<file path="src/hw/rtl/frame_transmit_ring_queue_assert.svh">
// Assertion macros used by the ring queue RTL.
`ifndef FRAME_TRANSMIT_RING_QUEUE_ASSERT_SVH
`define FRAME_TRANSMIT_RING_QUEUE_ASSERT_SVH

`ifndef SYNTHESIS
`define FTRQ_ASSERT(lbl, clk, rst_n, prop, msg) \
	lbl: assert property (@(posedge clk) disable iff (!(rst_n)) prop) else $error(msg);
`define FTRQ_ASSERT_ALWAYS(lbl, clk, prop, msg) \
	lbl: assert property (@(posedge clk) prop) else $error(msg);
`else
`define FTRQ_ASSERT(lbl, clk, rst_n, prop, msg)
`define FTRQ_ASSERT_ALWAYS(lbl, clk, prop, msg)
`endif

`endif

</file>
<file path="src/hw/rtl/ftrq_pkg.sv">
package ftrq_pkg;

	localparam int unsigned ID_W      = 11;
	localparam int unsigned LEN_W     = 4;
	localparam int unsigned DATA_W    = 64;
	localparam int unsigned PENDING_W = 4;
	localparam logic [LEN_W-1:0] MAX_LEN = LEN_W'(8);

	typedef enum logic [1:0] {
		FUNC_PUSH    = 2'd0,
		FUNC_DONE    = 2'd1,
		FUNC_RECOVER = 2'd2,
		FUNC_KICK    = 2'd3
	} func_t;

	typedef struct packed {
		logic [ID_W-1:0]   id;
		logic [LEN_W-1:0]  len;
		logic [DATA_W-1:0] data;
	} frame_t;

	function automatic logic [LEN_W-1:0] clamp_len(input logic [LEN_W-1:0] len);
		return (len > MAX_LEN) ? MAX_LEN : len;
	endfunction

endpackage

</file>
<file path="src/hw/rtl/frame_transmit_ring_queue.sv">
// Transmit ring queue for standard bus frames.
// Input channel (item_valid / item_stall) carries one operation per transfer:
// push a frame, transmit complete, bus recovered or kick, plus the
// transmitter's tx_ready sample. Output channel (res_valid / res_stall)
// returns exactly one result per operation, in order: status, the frame
// started (zero fields when none), frames pending and the busy flag.
// Each operation passes the input register, then the ring update and the
// result register, before its result is valid. One operation is accepted
// every cycle while item_stall is low; the ring pointers and the busy flag
// update in the same cycle as the operation is evaluated, so back-to-back
// operations see each other's effect. Frames live in a RAM with registered
// read; the read address is chosen from the incoming operation in the cycle
// before it is evaluated, and a frame written in the previous cycle is
// forwarded around the RAM.
// Reset clears pointers (queue empty), the busy flag and both valid stages;
// frame storage is not cleared. While res_stall holds a result, the input
// register takes at most one more operation and item_stall is high as long
// as that register is occupied.
module frame_transmit_ring_queue
	import ftrq_pkg::*;
#(
	parameter int unsigned QUEUE_DEPTH = 16
) (
	input  logic              clk,
	input  logic              arst_n,
	input  logic              item_valid,
	output logic              item_stall,
	input  logic [1:0]        func,
	input  logic [ID_W-1:0]   frame_id,
	input  logic [LEN_W-1:0]  frame_len,
	input  logic [DATA_W-1:0] frame_data,
	input  logic              tx_ready,
	output logic              res_valid,
	input  logic              res_stall,
	output logic              status,
	output logic              send_start,
	output logic [ID_W-1:0]   send_id,
	output logic [LEN_W-1:0]  send_len,
	output logic [DATA_W-1:0] send_data,
	output logic [PENDING_W-1:0] pending,
	output logic              busy_res
);

`include "frame_transmit_ring_queue_assert.svh"

	localparam int unsigned AW   = $clog2(QUEUE_DEPTH);
	localparam int unsigned PEXT = (AW > PENDING_W) ? AW : PENDING_W;
	localparam int unsigned CW   = PEXT + 1;

	function automatic logic [AW-1:0] ring_next(input logic [AW-1:0] p);
		return (p == AW'(QUEUE_DEPTH - 1)) ? '0 : p + 1'b1;
	endfunction

	// input stage
	logic        valid_s1;
	func_t       func_s1;
	frame_t      frame_s1;
	logic        ready_s1;

	// ring state
	logic [AW-1:0] wp_q, rp_q;
	logic          busy_q;

	// forwarding around the RAM
	logic   fwd_hit_q;
	frame_t fwd_frame_q;
	frame_t ram_rdata;

	// result register
	logic              res_valid_q;
	logic              status_q, start_q, busy_res_q;
	frame_t            send_q;
	logic [PENDING_W-1:0] pending_q;

	logic out_free, adv_s1, item_xfer;
	assign out_free   = !res_valid_q || !res_stall;
	assign adv_s1     = valid_s1 && out_free;
	assign item_stall = valid_s1 && !out_free;
	assign item_xfer  = item_valid && !item_stall;

	// step logic
	logic          empty_c, full_c, try_c, we_c, start_c, st_c;
	logic [AW-1:0] wp_n, rp_n;
	logic          busy_n;
	frame_t        head_c, send_c;
	logic [CW-1:0] pend_c;

	always_comb begin
		empty_c = (wp_q == rp_q);
		full_c  = (ring_next(wp_q) == rp_q);
		wp_n    = wp_q;
		rp_n    = rp_q;
		busy_n  = busy_q;
		try_c   = 1'b0;
		we_c    = 1'b0;
		st_c    = 1'b0;
		start_c = 1'b0;
		unique case (func_s1)
			FUNC_PUSH: begin
				if (full_c) begin
					st_c = 1'b1;
				end else begin
					we_c  = 1'b1;
					wp_n  = ring_next(wp_q);
					try_c = 1'b1;
				end
			end
			FUNC_DONE: begin
				busy_n = 1'b0;
				if (empty_c) begin
					st_c = 1'b1;
				end else begin
					rp_n  = ring_next(rp_q);
					try_c = 1'b1;
				end
			end
			FUNC_RECOVER: begin
				busy_n = 1'b0;
				try_c  = 1'b1;
			end
			FUNC_KICK: begin
				try_c = 1'b1;
			end
			default: begin
				try_c = 1'b0;
			end
		endcase
		if (try_c && (wp_n != rp_n) && !busy_n) begin
			if (ready_s1) begin
				busy_n  = 1'b1;
				start_c = 1'b1;
			end else begin
				st_c = 1'b1;
			end
		end
		// push into an empty ring starts the frame just pushed
		if (func_s1 == FUNC_PUSH && empty_c) begin
			head_c = frame_s1;
		end else if (fwd_hit_q) begin
			head_c = fwd_frame_q;
		end else begin
			head_c = ram_rdata;
		end
		send_c = start_c ? head_c : '0;
		if (wp_n >= rp_n) begin
			pend_c = CW'(wp_n) - CW'(rp_n);
		end else begin
			pend_c = CW'(QUEUE_DEPTH) - CW'(rp_n) + CW'(wp_n);
		end
	end

	// read address is set up for whatever op sits in the input stage next cycle
	func_t         rd_func;
	logic [AW-1:0] rd_base, rd_addr;
	assign rd_func = item_xfer ? func_t'(func) : func_s1;
	assign rd_base = adv_s1 ? rp_n : rp_q;
	assign rd_addr = (rd_func == FUNC_DONE) ? ring_next(rd_base) : rd_base;

	ftrq_ram #(
		.WIDTH ($bits(frame_t)),
		.DEPTH (QUEUE_DEPTH)
	) u_slots (
		.clk   (clk),
		.we    (adv_s1 && we_c),
		.waddr (wp_q),
		.wdata (frame_s1),
		.raddr (rd_addr),
		.rdata (ram_rdata)
	);

	always_ff @(posedge clk or negedge arst_n) begin
		if (!arst_n) begin
			valid_s1 <= 1'b0;
		end else if (!item_stall) begin
			valid_s1 <= item_valid;
		end
	end

	always_ff @(posedge clk) begin
		if (item_xfer) begin
			func_s1       <= func_t'(func);
			frame_s1.id   <= frame_id;
			frame_s1.len  <= clamp_len(frame_len);
			frame_s1.data <= frame_data;
			ready_s1      <= tx_ready;
		end
	end

	always_ff @(posedge clk or negedge arst_n) begin
		if (!arst_n) begin
			wp_q      <= '0;
			rp_q      <= '0;
			busy_q    <= 1'b0;
			fwd_hit_q <= 1'b0;
		end else begin
			fwd_hit_q <= adv_s1 && we_c && (wp_q == rd_addr);
			if (adv_s1) begin
				wp_q   <= wp_n;
				rp_q   <= rp_n;
				busy_q <= busy_n;
			end
		end
	end

	always_ff @(posedge clk) begin
		fwd_frame_q <= frame_s1;
	end

	always_ff @(posedge clk or negedge arst_n) begin
		if (!arst_n) begin
			res_valid_q <= 1'b0;
		end else if (out_free) begin
			res_valid_q <= valid_s1;
		end
	end

	always_ff @(posedge clk) begin
		if (adv_s1) begin
			status_q   <= st_c;
			start_q    <= start_c;
			send_q     <= send_c;
			pending_q  <= pend_c[PENDING_W-1:0];
			busy_res_q <= busy_n;
		end
	end

	assign res_valid  = res_valid_q;
	assign status     = status_q;
	assign send_start = start_q;
	assign send_id    = send_q.id;
	assign send_len   = send_q.len;
	assign send_data  = send_q.data;
	assign pending    = pending_q;
	assign busy_res   = busy_res_q;

	`FTRQ_ASSERT(a_ptr_range, clk, arst_n, ({1'b0, wp_q} < (AW+1)'(QUEUE_DEPTH)) && ({1'b0, rp_q} < (AW+1)'(QUEUE_DEPTH)), "ring pointer out of range")
	`FTRQ_ASSERT(a_busy_nonempty, clk, arst_n, busy_q |-> (wp_q != rp_q), "transmitter busy with empty ring")
	`FTRQ_ASSERT(a_start_busy, clk, arst_n, (res_valid_q && start_q) |-> (busy_res_q && !status_q), "start reported without busy or with error")
	`FTRQ_ASSERT(a_push_adv, clk, arst_n, (adv_s1 && we_c) |=> (wp_q != $past(wp_q)), "accepted push did not advance write pointer")
	`FTRQ_ASSERT_ALWAYS(a_reset_idle, clk, !arst_n |-> (!res_valid && !busy_q), "result or busy flag set during reset")

endmodule

</file>
<file path="src/hw/rtl/ftrq_ram.sv">
module ftrq_ram #(
	parameter int unsigned WIDTH = 8,
	parameter int unsigned DEPTH = 16
) (
	input  logic                     clk,
	input  logic                     we,
	input  logic [$clog2(DEPTH)-1:0] waddr,
	input  logic [WIDTH-1:0]         wdata,
	input  logic [$clog2(DEPTH)-1:0] raddr,
	output logic [WIDTH-1:0]         rdata
);

	logic [WIDTH-1:0] mem [DEPTH];

	always_ff @(posedge clk) begin
		if (we) begin
			mem[waddr] <= wdata;
		end
		rdata <= mem[raddr];
	end

endmodule
</file>
<file path="config.mk">
export PLATFORM = sky130hd
export DESIGN_NAME = frame_transmit_ring_queue
export DESIGN_NICKNAME = d
export VERILOG_FILES = /design/src/hw/rtl/ftrq_pkg.sv /design/src/hw/rtl/frame_transmit_ring_queue.sv /design/src/hw/rtl/ftrq_ram.sv
export VERILOG_INCLUDE_DIRS = /design/src /design/src/hw/rtl
export SDC_FILE = /design/constraint.sdc
export NUM_CORES = 1
export LEC_CHECK = 0
export BUFFER_PORTS_ARGS = -buffer_cell sky130_fd_sc_hd__buf_2
export CAP_MARGIN = 15
export CORE_UTILIZATION = 55
export CTS_CLUSTER_SIZE = 14
export DETAILED_ROUTE_END_ITERATION = 10
export MAX_ROUTING_LAYER = met4
export PLACE_DENSITY_LB_ADDON = 0.3
export SETUP_SLACK_MARGIN = 0.05
export SYNTH_ARGS = -nofsm -noshare
export SYNTH_HDL_FRONTEND = slang
export SYNTH_HIERARCHICAL = 1
export SYNTH_SLANG_ARGS = --single-unit
</file>
<file path="constraint.sdc">
create_clock -name clk -period 9.79 [get_ports clk]
set_clock_uncertainty 0.05 [all_clocks]
set_input_delay 1.4685 -clock clk [delete_from_list [all_inputs] [get_ports clk]]
set_output_delay 1.4685 -clock clk [all_outputs]
set_load 0.02 [all_outputs]
</file>
Word-level counts from Yosys, hierarchy flattened
Memory sizes are Yosys's and may differ from the RTL's. A register that Yosys moved wholly into a read port is not among the register bits.
Cells that the tools add are included.

word-level totals
  output and inout port bits = 88
  word-level logic and storage cells = 87
  register bits after elaboration = 259
  RAM bits = 1264
  memories kept = 1
  input bits = 86

memories
  memory       words  bits a word  read ports  clocked after memory_dff  wr ports  line            RTL
  u_slots.mem  16     79           1           1                         1         ftrq_ram.sv:13  logic [WIDTH-1:0] mem [DEPTH];

operators by class
  equal/unequal tests = 11
  add/sub/neg operators = 6
  magnitude comparators = 2
  muxes and demuxes = 29
  reductions and logical operators = 17

operator list
  kind                 count
  $mux 79              2
  $mux 4               10
  $mux 1               14
  $add 4x1->4 const B  3
  $eq 4x4->1           3
  $eq 4x4->1 const B   3
  $logic_and 1x1->1    8
  $logic_not 1->1      5
  $add 4x4->4          1
  $eq 2x1->1 const B   2
  $eq 2x2->1 const B   2
  $ge 4x4->1           1
  $gt 4x4->1 const B   1
  $ne 4x4->1           1
  $reduce_or 2->1      2
  $sub 1x4->4 const A  1
  $sub 4x4->4          1
  $pmux 1 s3           1
  $logic_not 2->1      1
  $mux 2               1
  $pmux 1 s2           1
  $logic_or 1x1->1     1

Longest topological paths before layout
  depth after elaboration = 11
  gate-level depth with buffers = 17
  mapped depth without buffers = 13

By module
Netlist, hierarchy kept.

modules (own cells, without submodules)
  module                     times used  cells each  area an instance (µm²)  seq. area each (µm²)
  ftrq_ram                   1           2028        48881.9                 39537.9
  frame_transmit_ring_queue  1           699         10269.8                 6906.6

Worst setup path before layout
Ideal clock, no wire load.

  kind = in2reg
  start = input port res_stall
  end = memory u_slots/mem[0][0] (netlist bit), enable pin
  setup slack = 1291 ps
  cell stages on the path = 5
  library setup time = 613 ps
  arrival time = 7835 ps
  cell sequence = nand2_1 -> nand2_1 -> nor2_1 -> or3b_1 -> nor3_1

on the way
  cells in the longest elaborated chain, start to end = 6

RTL lines
  item                          line                              RTL
  start: declaration            frame_transmit_ring_queue.sv:34   input logic res_stall,
  $logic_not 1->1               frame_transmit_ring_queue.sv:76   assign out_free = !res_valid_q || !res_stall;
  $logic_or 1x1->1              frame_transmit_ring_queue.sv:76
  $logic_and 1x1->1             frame_transmit_ring_queue.sv:77   assign adv_s1 = valid_s1 && out_free;
  $logic_and 1x1->1             frame_transmit_ring_queue.sv:164  .we (adv_s1 && we_c),
  $mux 1                        ftrq_ram.sv:16                    if (we) begin
  $mux 1 (not written as such)  ftrq_ram.sv:17                    mem[waddr] <= wdata;
  end: declaration              ftrq_ram.sv:13

Every way passes these cells.

Worst setup path in the final report
  start = register wp_q[0]
  end = register u_slots.rdata[0] (read register of u_slots.mem)

on the way
  cells in the longest elaborated chain, start to end = 7

RTL lines
  item                      line                              RTL
  start: declaration        frame_transmit_ring_queue.sv:61   logic [AW-1:0] wp_q, rp_q;
  start signal: assignment  frame_transmit_ring_queue.sv:198  wp_q <= wp_n;
  $eq 4x4->1                frame_transmit_ring_queue.sv:89   empty_c = (wp_q == rp_q);
  $mux 4                    frame_transmit_ring_queue.sv:110  if (empty_c) begin
  $mux 4                    frame_transmit_ring_queue.sv:98   unique case (func_s1)
  $mux 4                    -
  net rd_base[1]            frame_transmit_ring_queue.sv:154  logic [AW-1:0] rd_base, rd_addr;
  $eq 4x4->1                frame_transmit_ring_queue.sv:51   return (p == AW'(QUEUE_DEPTH - 1)) ? '0 : p + 1'b1;
  $mux 4                    frame_transmit_ring_queue.sv:51
  $mux 4                    frame_transmit_ring_queue.sv:157  assign rd_addr = (rd_func == FUNC_DONE) ? ring_next(rd_base) : rd_base;
  net rd_addr[0]            frame_transmit_ring_queue.sv:154
  end: declaration          ftrq_ram.sv:10                    output logic [WIDTH-1:0] rdata

The timed path passes the listed nets, and every way through them passes these cells.
A chain may end at the register's enable or synchronous reset.

==> run metrics <==
via/cell ratio=6.28; total CTS buffers=roughly 160; VDD IR max=321 uV; Leak=21.6 nW; Final period util=0.582; pin count of the biggest net entering global routing=157; final WL=132 mm; Die ar.=between 100000 and 150000 sq um; Buffers on Ports=173; Post-synth ARST share=0.00749; Max Root-Sink Buffers=3; Resize count post-CTS=0; Final setup viols=0; Mapped Area=between 50000 and 60000 sq um; number of iterations in the first detailed-routing pass=5; FF-to-FF setup slack=approximately 4000 ps; Nets=~3100; minimum clock period=around 5700 ps; most common cell after layout, fill and taps aside=edfxtp_1; Fin. Hold Viols=0; Reg2Reg Depth=14; Worst Path Required=10380 ps; Placed Cells=4197; vias in the first global route=28976; max frequency=176 MHz; synthesis-to-finish area growth=12.8%; row count=119; Final HPWL DP=64.0 mm; net count after synthesis=2825; hold_buf cts=0; Top FF cell, synth=edfxtp_1; root buffer cell=clkbuf_16; Layout Cells excl Fill=4489; Max Cap Viol=0; H-tree depth=4; Routed Antenna Nets=0; Total GRT Usage=0.256; antenna violations before repair=4; Worst Path Arrival=approximately 6300 ps; flops & latches, synth=1602; Die Height=330 um; total core area=between 100000 and 150000 sq um; Slew Viols, Final=0; Setup TNS=0 ps; IO Pins=174; post-synthesis instance total=2727; routed vias=28204; DR DRC count=0; share of layout cells above drive strength 1=0.285; clock sink total=roughly 1600; Startpoint Class=flip-flop; initial core utilization=0.558; Critical R2R Launch=wp_q[0]$_DFFE_PN0N_; drt wl/cell=29.5 um; Initial DRC Count=2796; RePlAce Congestion=just under 0.8; Post CTS Setup Buffer Count=0; Ys Warns=6; largest fanout on the critical path=45; hold path depth=2; first-pass GRT wire length=193 mm; status=finished, final reports clean; RSZ-0062 raised after global routing=false; worst hold path class=reg -> reg; most frequent cells in the layout=edfxtp_1 (1430), mux4_2 (316), buf_2 (173), clkbuf_16 (162), dfxtp_1 (160); worst hold path endpoint=busy_q$_DFFE_PN0N_; capturing point of the worst reg2reg path=u_slots/rdata[0]$_DFF_P_; slew at the pin with the worst max-slew slack=1120 ps; syn_area_per_cell=21.7 sq um; post-synthesis sequential area ratio=0.785; Synth area leaders=edfxtp_1 (73%), mux4_2 (12%), dfxtp_1 (5.4%), a22oi_1 (2.0%), mux2i_1 (1.4%); CP Capture Type=flip-flop; Post-synth EDFFs=1430; Worst slew margin=0.254; clock transition at the registers of the reported paths=60 ps; post-synth top area share=0.726; worst skew pair latency=770 ps; Worst Setup SP=wp_q[0]$_DFFE_PN0N_; post-synthesis cell type count=59; type of the worst setup path=reg -> reg; Power Density=roughly 280 nW/um^2; grt total ovfl=0; hold_sp=busy_q$_DFFE_PN0N_; leading area contributor after synthesis=edfxtp_1; CTS tree=done; Die W=330 um
[worst max path at each step]
| stage | to | slack [ps] | cells after the start |
|---|---|---|---|
| 4_1_cts | u_slots/rdata[0]$_DFF_P_ | 3970 | 14 |
| 3_5_place_dp | u_slots/rdata[0]$_DFF_P_ | 3280 | 16 |
| 5_1_grt | u_slots/rdata[0]$_DFF_P_ | 3620 | 14 |
| 2_1_floorplan | u_slots/mem[0][0]$_DFFE_PP_ | 1290 | 5 |
| 6_report | u_slots/rdata[0]$_DFF_P_ | 4090 | 14 |
| 3_3_place_gp | u_slots/rdata[42]$_DFF_P_ | 3450 | 16 |
[power breakdown]
group	total, mW	switching, mW	internal, mW
Clock	5.96	2.46	3.50
Combinational	4.44	2.49	1.96
Sequential	8.37	0.314	8.05
Total	18.8	5.26	13.5
[worst max-delay path, stage by stage (launching register included)]
cell,delay (ps)
dfrtp_1,830
xor2_4,170
o41a_1,620
nand3_1,230
nand2_1,110
ha_1,280
nand3_1,100
a31oi_1,60
a31oi_1,240
a21o_4,620
buf_4,840
buf_4,480
mux4_2,560
a22oi_1,250
nand2_1,100
[layout make-up]
| cell class | count | area, sq um |
|---|---|---|
| sequential | 1602 | 46400 |
| fill | 6964 | 39300 |
| multi-input combinational | 959 | 12000 |
| clock buffer | 232 | 4620 |
| tap | 1391 | 1740 |
| timing repair buffer | 230 | 1360 |
| clock inverter | 57 | 549 |
| inverter | 15 | 61.3 |
| antenna | 3 | 7.51 |
[logic make-up after synthesis]
logic type / Yosys count / share of synthesized area
DFF: 1602 / 0.785
xor gates and xnor gates: 19 / 0.00364
and+or+nand+nor: 247 / 0.0178
buffers and inverters: 166 / 0.0155
AOI/OAI and AO/OA: 281 / 0.0406
muxes: 400 / 0.135
adders and majority gates: 12 / 0.00267
[metal layers]
layer,up-vias,global-route usage,part of all wire
met5,-,-,0
li1,11748,-,-
met2,1364,0.403,0.50
met3,200,0.0520,0.091
met1,14892,0.343,0.39
met4,0,0.0717,0.021
[synth_stat cells, drive strengths merged, types with 11 or more instances]
cell type / count
a211oi: 79
a22oi: 158
buf: 80
clkbuf: 71
dfrtp: 12
dfxtp: 160
edfxtp: 1430
ha: 11
inv: 15
mux2i: 80
mux4: 316
nand2: 108
nor2: 94
o21ai: 11
xor2: 14
[sequential cells by signal, summed over array words and instances (netlist names), 2 cells and up]
signal	flops
u_slots/mem	1264
wp_q	4
frame_s1	79
rp_q	4
pending	4
send_data	64
send_id	11
fwd_frame_q	79
send_len	4
u_slots/rdata	79
func_s1	2
[metrics by stage]
stage	hold slack [ps]	instance area, sq um	total power, mW	worst slack, ps	utilization
finish	444	66700	18.8	4090	0.630
global route	496	66700	19.5	3620	0.630
CTS	450	66700	18.9	3970	0.629
detailed placement	436	61600	12.9	3280	0.581
global placement	427	61600	12.8	3450	0.581
floorplan	399	59200	11.9	1290	-
Note: power is estimated with default switching activity, not from simulation.
